## src/rtl/cidf_pkg.sv

```systemverilog
// ----------------------------------------------------------------------------
// CAN ID dispatch filter package
// Shared sizes, status codes and the interface records of the extended cells.
// ----------------------------------------------------------------------------
package cidf_pkg;

    localparam int STD_ENTRIES = 32;
    localparam int EXT_ENTRIES = 16;
    localparam int MAP_DEPTH   = 2048;
    localparam int MAX_RESULTS = 16;

    localparam int STD_ID_W = 11;
    localparam int EXT_ID_W = 29;
    localparam int MAP_IDX_W = 6;
    localparam int INDEX_W  = 5;
    localparam int EMIT_W   = $clog2(MAX_RESULTS + 1);

    localparam logic [EXT_ID_W-1:0] EXT_ID_ONES = '1;

    typedef enum logic [2:0] {
        ST_REGISTERED = 3'd0,
        ST_FULL       = 3'd1,
        ST_DUPLICATE  = 3'd2,
        ST_MATCHED    = 3'd3,
        ST_NO_MATCH   = 3'd4
    } status_t;

    typedef struct packed {
        logic                load;
        logic                shift;
        logic [EXT_ID_W-1:0] q_id;
    } cell_cmd_t;

    typedef struct packed {
        logic                en;
        logic [EXT_ID_W-1:0] id;
        logic [EXT_ID_W-1:0] mask;
    } cell_wr_t;

endpackage

```

## src/rtl/cidf_ext_cell.sv

```systemverilog
// ----------------------------------------------------------------------------
// Extended entry cell
// Holds one extended id and mask, a hit flag loaded by a lookup and shifted
// toward the head of the chain.
// ----------------------------------------------------------------------------
module cidf_ext_cell
(
    input  logic                clk,
    input  logic                rst_n,
    input  cidf_pkg::cell_cmd_t cmd,
    input  cidf_pkg::cell_wr_t  wr,
    input  logic                sel,
    input  logic                occupied,
    input  logic                hit_in,
    output logic                hit
);

    logic [cidf_pkg::EXT_ID_W-1:0] id_reg;
    logic [cidf_pkg::EXT_ID_W-1:0] mask_reg;
    logic                          hit_reg;
    logic                          hit_next;
    logic                          match;

    always_ff @(posedge clk)
    begin
        if (wr.en && sel)
        begin
            id_reg   <= wr.id;
            mask_reg <= wr.mask;
        end
    end

    assign match = occupied && (((cmd.q_id ^ id_reg) & mask_reg) == '0);

    always_comb
    begin
        hit_next = hit_reg;
        if (cmd.load)
        begin
            hit_next = match;
        end
        else if (cmd.shift)
        begin
            hit_next = hit_in;
        end
    end

    always_ff @(posedge clk or negedge rst_n)
    begin
        if (!rst_n)
        begin
            hit_reg <= 1'b0;
        end
        else
        begin
            hit_reg <= hit_next;
        end
    end

    assign hit = hit_reg;

endmodule

```

## src/rtl/cidf_ext_chain.sv

```systemverilog
// ----------------------------------------------------------------------------
// Extended entry chain
// Row of extended cells; hit flags move one cell toward the head per shift.
// ----------------------------------------------------------------------------
module cidf_ext_chain
#(
    parameter int EXT_ENTRIES = cidf_pkg::EXT_ENTRIES,
    parameter int CNT_W       = $clog2(EXT_ENTRIES + 1)
)
(
    input  logic                clk,
    input  logic                rst_n,
    input  cidf_pkg::cell_cmd_t cmd,
    input  cidf_pkg::cell_wr_t  wr,
    input  logic [CNT_W-1:0]    entry_count,
    output logic                head_hit,
    output logic                rest_hit
);

    logic [EXT_ENTRIES:0] hit_vec;

    assign hit_vec[EXT_ENTRIES] = 1'b0;

    for (genvar i = 0; i < EXT_ENTRIES; i++)
    begin : g_cell
        localparam logic [CNT_W-1:0] CELL_IDX = CNT_W'(i);

        cidf_ext_cell u_cell
        (
            .clk      (clk),
            .rst_n    (rst_n),
            .cmd      (cmd),
            .wr       (wr),
            .sel      (entry_count == CELL_IDX),
            .occupied (CELL_IDX < entry_count),
            .hit_in   (hit_vec[i+1]),
            .hit      (hit_vec[i])
        );
    end

    assign head_hit = hit_vec[0];
    assign rest_hit = |hit_vec[EXT_ENTRIES:1];

endmodule

```

## config.mk

```make
export PLATFORM = sky130hd
export DESIGN_NAME = cidf_ext_chain
export DESIGN_NICKNAME = d
export VERILOG_FILES = /design/src/rtl/cidf_pkg.sv /design/src/rtl/cidf_ext_cell.sv /design/src/rtl/cidf_ext_chain.sv
export SDC_FILE = /design/constraint.sdc
export NUM_CORES = 1
export LEC_CHECK = 0
export BUFFER_PORTS_ARGS = -buffer_cell sky130_fd_sc_hd__buf_2
export CORE_MARGIN = 3
export CORE_UTILIZATION = 45
export DETAILED_ROUTE_END_ITERATION = 8
export PLACE_DENSITY = 0.75
export SYNTH_ARGS = -nofsm -noshare
export SYNTH_HDL_FRONTEND = slang
export SYNTH_HIERARCHICAL = 1
export SYNTH_SLANG_ARGS = --single-unit
```

## constraint.sdc

```tcl
create_clock -name clk -period 1.31 [get_ports clk]
set_input_delay 0.131 -clock clk [delete_from_list [all_inputs] [get_ports clk]]
set_output_delay 0.131 -clock clk [all_outputs]
set_load 0.02 [all_outputs]
```

==> metrics.md <==
| Metric | Value |
|---|---|
| Post-route ant nets | 0 |
| Synth cell types | 30 |
| Top Ports | 99 |
| Worst Path Required | 1.84 ns |
| Nature of the critical path endpoint | flip-flop |
| Post-CTS setup buffer count | 0 |
| Clk buf depth | 3 |
| WHS | -0.0220 ns |
| Final hold vios | 16 |
| Final Non-Filler Cells | 3369 |
| Core Rows | 102 |
| Later-pin clock latency in the skew report | 0.65 ns |
| Post-DP HPWL | 52200 µm |
| Hold crit path type | in2async |
| CTS H-tree lvls | 3 |
| RSZ-0062 raised after global routing | true |
| CTS tree | done |
| Syn_area_per_cell | 19.7 µm² |
| Met1 global-route usage | 0.255 |
| Final net count | 2359 |
| TritonCTS Buffers | 93 |
| Flop2flop setup slack | -0.66 ns |
| Post-synth top cells | 928 x edfxtp_1, 464 x xor2_1, 80 x a22o_1, 64 x a221oi_1, 64 x a22oi_1 |
| Via count | 18200 |
| Vias in the first global route | 19100 |
| Via density | 5.42 |
| Peak VDD IR | 1.04 mV |
| Leak | 14.9 nW |
| Post-Syn Area | 0.0355 mm² |
| Largest cells by area after synthesis | edfxtp_1 79%, xor2_1 11%, a22o_1 2.0% |
| Asr flop ratio synth | 0.0169 |
| Reg clk slew, reported paths | 0.06 ns |
| WL/cell | 24.3 µm |
| Gp weighted congestion | 0.916 |
| Die ar. | 0.0823 mm² |
| Most frequent cell after synthesis | edfxtp_1 |
| Synth Flop Type | edfxtp_1 |
| Share of layout cells above drive strength 1 | 0.231 |
| Max-slew violation count | 0 |
| Final setup viols | 18 |
| Final worst slack | -0.663 ns |
| Status | finished with violations |
| Fin crit period | 1.97 ns |
| Pwr Total | 61.5 mW |
| GRT Residual Overflow | 0 |
| CP startpoint kind | flip-flop |
| 1st-pass router iterations | 5 |
| Final cell utilization of the core | 0.557 |
| Largest net degree at the start of global routing | 35 |
| Initial antenna violation count | 6 |
| Fmax | 507 MHz |
| Syn Inst Count | 1802 |
| Period utilization | 1.51 |
| Clk sink count | 944 |
| Layout Skew | 0.0154 ns |
| 1st-iter DRT viols | 1718 |
| Most Crowded Layer GR | met2 |
| Critical path class | reg2reg |
| Die Y | 287 µm |
| Placed insts | 3152 |
| Sequential share of the synthesized area | 0.797 |
| Worst Path Max Fanout | 1 |
| Synthesis warning total | 6 |
| First-pass GRT wire length | 121000 µm |
| Seq. cell area | 0.0283 mm² |
| Flops & latches, synth | 944 |
| Max-Cap Viols | 0 |
| Synth top area share | 0.785 |
| Failing checks | hold timing, setup timing |
| Post-synth top area cell | edfxtp_1 |
| Clock root buffer | clkbuf_16 |
| Worst-Margin Slew | 0.585 ns |
| Fillers | 5706 |
| GR met3 Demand/Resource | 0.0460 |
| Pre-CTS setup slack | -0.927 ns |
| Core Area | 0.0778 mm² |
| Data arrival time of the worst path | 2.51 ns |
| GRT Total Usage | 0.199 |
| Setup TNS after final layout | -8.90 ns |
| IO Port Bufs | 98 |
| Initial core utilization | 0.456 |
| Layout area overhead | 22.3% |
| Pwr dens | 1420 mW/mm² |
| Met2 usage | 0.338 |
| EDFF count, synth | 928 |
| Syn_nets | 1899 |
| Multi-input gate area | 0.00764 mm² |
| DRC viols | 0 |
| Die Width | 287 µm |
| Total Wirelength | 81800 µm |
| Max-slew headroom | 0.610 |
==> metrics by stage <==
step	cell area, µm²	hold slack, ns
2_1_floorplan	35600	-0.165
3_3_place_gp	39600	0.0854
3_5_place_dp	39600	0.0777
4_1_cts	43300	0.00418
5_1_grt	43400	0.00581
6_report	43400	-0.0220
==> routing by layer <==
metal	wire, µm	part of all wire
met1	32500	0.40
met2	41300	0.50
met3	5730	0.070
met4	2270	0.028
met5	7	0.000086
==> where the power goes <==
group	switching (mW)	internal, mW
registers	0.129	33.5
logic	2.04	1.29
clock network	10.8	13.7
==> worst paths after layout <==
| check | to | startpoint | cells after the start |
|---|---|---|---|
| setup / recovery | g_cell[13].u_cell/hit$_DFFE_PN0P_ | g_cell[13].u_cell/id_reg[22]$_DFFE_PP_ | 6 |
| hold / removal | g_cell[5].u_cell/hit$_DFFE_PN0P_ | rst_n | 2 |
| setup reg to reg | g_cell[13].u_cell/hit$_DFFE_PN0P_ | g_cell[13].u_cell/id_reg[22]$_DFFE_PP_ | 6 |
| hold reg to reg | g_cell[3].u_cell/hit$_DFFE_PN0P_ | g_cell[3].u_cell/mask_reg[9]$_DFFE_PP_ | 3 |
| max in group asynchronous | g_cell[0].u_cell/hit$_DFFE_PN0P_ | rst_n | 2 |
| min in group clk | g_cell[2].u_cell/hit$_DFFE_PN0P_ | cmd[29] | 4 |
==> final cells by class <==
type / instances / area share
Antenna cell: 4 / 0.000231
Clock buffer: 113 / 0.0559
Clock inverter: 45 / 0.00839
Inverter: 2 / 0.000173
Multi-Input combinational cell: 850 / 0.176
Sequential cell: 944 / 0.651
Tap cell: 1040 / 0.0300
Timing Repair Buffer: 371 / 0.0778
==> cell families after synthesis <==
| kind of cell | after synthesis | share of synthesized area |
|---|---|---|
| AOI/OAI and AO/OA | 246 | 0.0643 |
| xor gates and xnor gates | 464 | 0.115 |
| buffers and inverters | 8 | 0.00120 |
| DFF | 944 | 0.797 |
| muxes | 16 | 0.00451 |
| other | 1 | 0.000106 |
| and+or+nand+nor | 123 | 0.0189 |
==> what timing repair did <==
item | 4_1_cts | 5_1_grt
gates cloned | 0 | 0
setup endpoints to repair | 18 | 19
hold buffers | 62 | 0
gates resized for setup | 59 | 7
hold endpoints to repair | 959 | 0
pin swaps | 55 | 19
==> critical path, cell delays in order, from the launching register on <==
cell      delay [ns]
edfxtp_1        0.39
xor2_1          0.17
a22o_1          0.26
a221oi_2        0.20
buf_4           0.19
nand4_1         0.32
o32ai_2         0.32
==> placed cells by master, fill, tap and decap left out, types with 4 or more instances in the layout <==
cell and count:
edfxtp_1 928, nand4_1 49, o21ai_0 4, buf_4 158
nor2_1 14, o32ai_2 16, nand2b_1 4, clkinv_2 15
a221oi_1 10, a22o_1 79, a221oi_2 65, dfrtp_1 15
a22oi_1 64, diode_2 4, mux2i_1 16, buf_12 54
clkbuf_16 94, dlygate4sd3_1 61, clkbuf_1 19, clkinv_1 19
nand2_1 25, and2_4 15, buf_2 97, xor2_1 464
a221oi_4 5
Power figures use the tool's default switching activity.
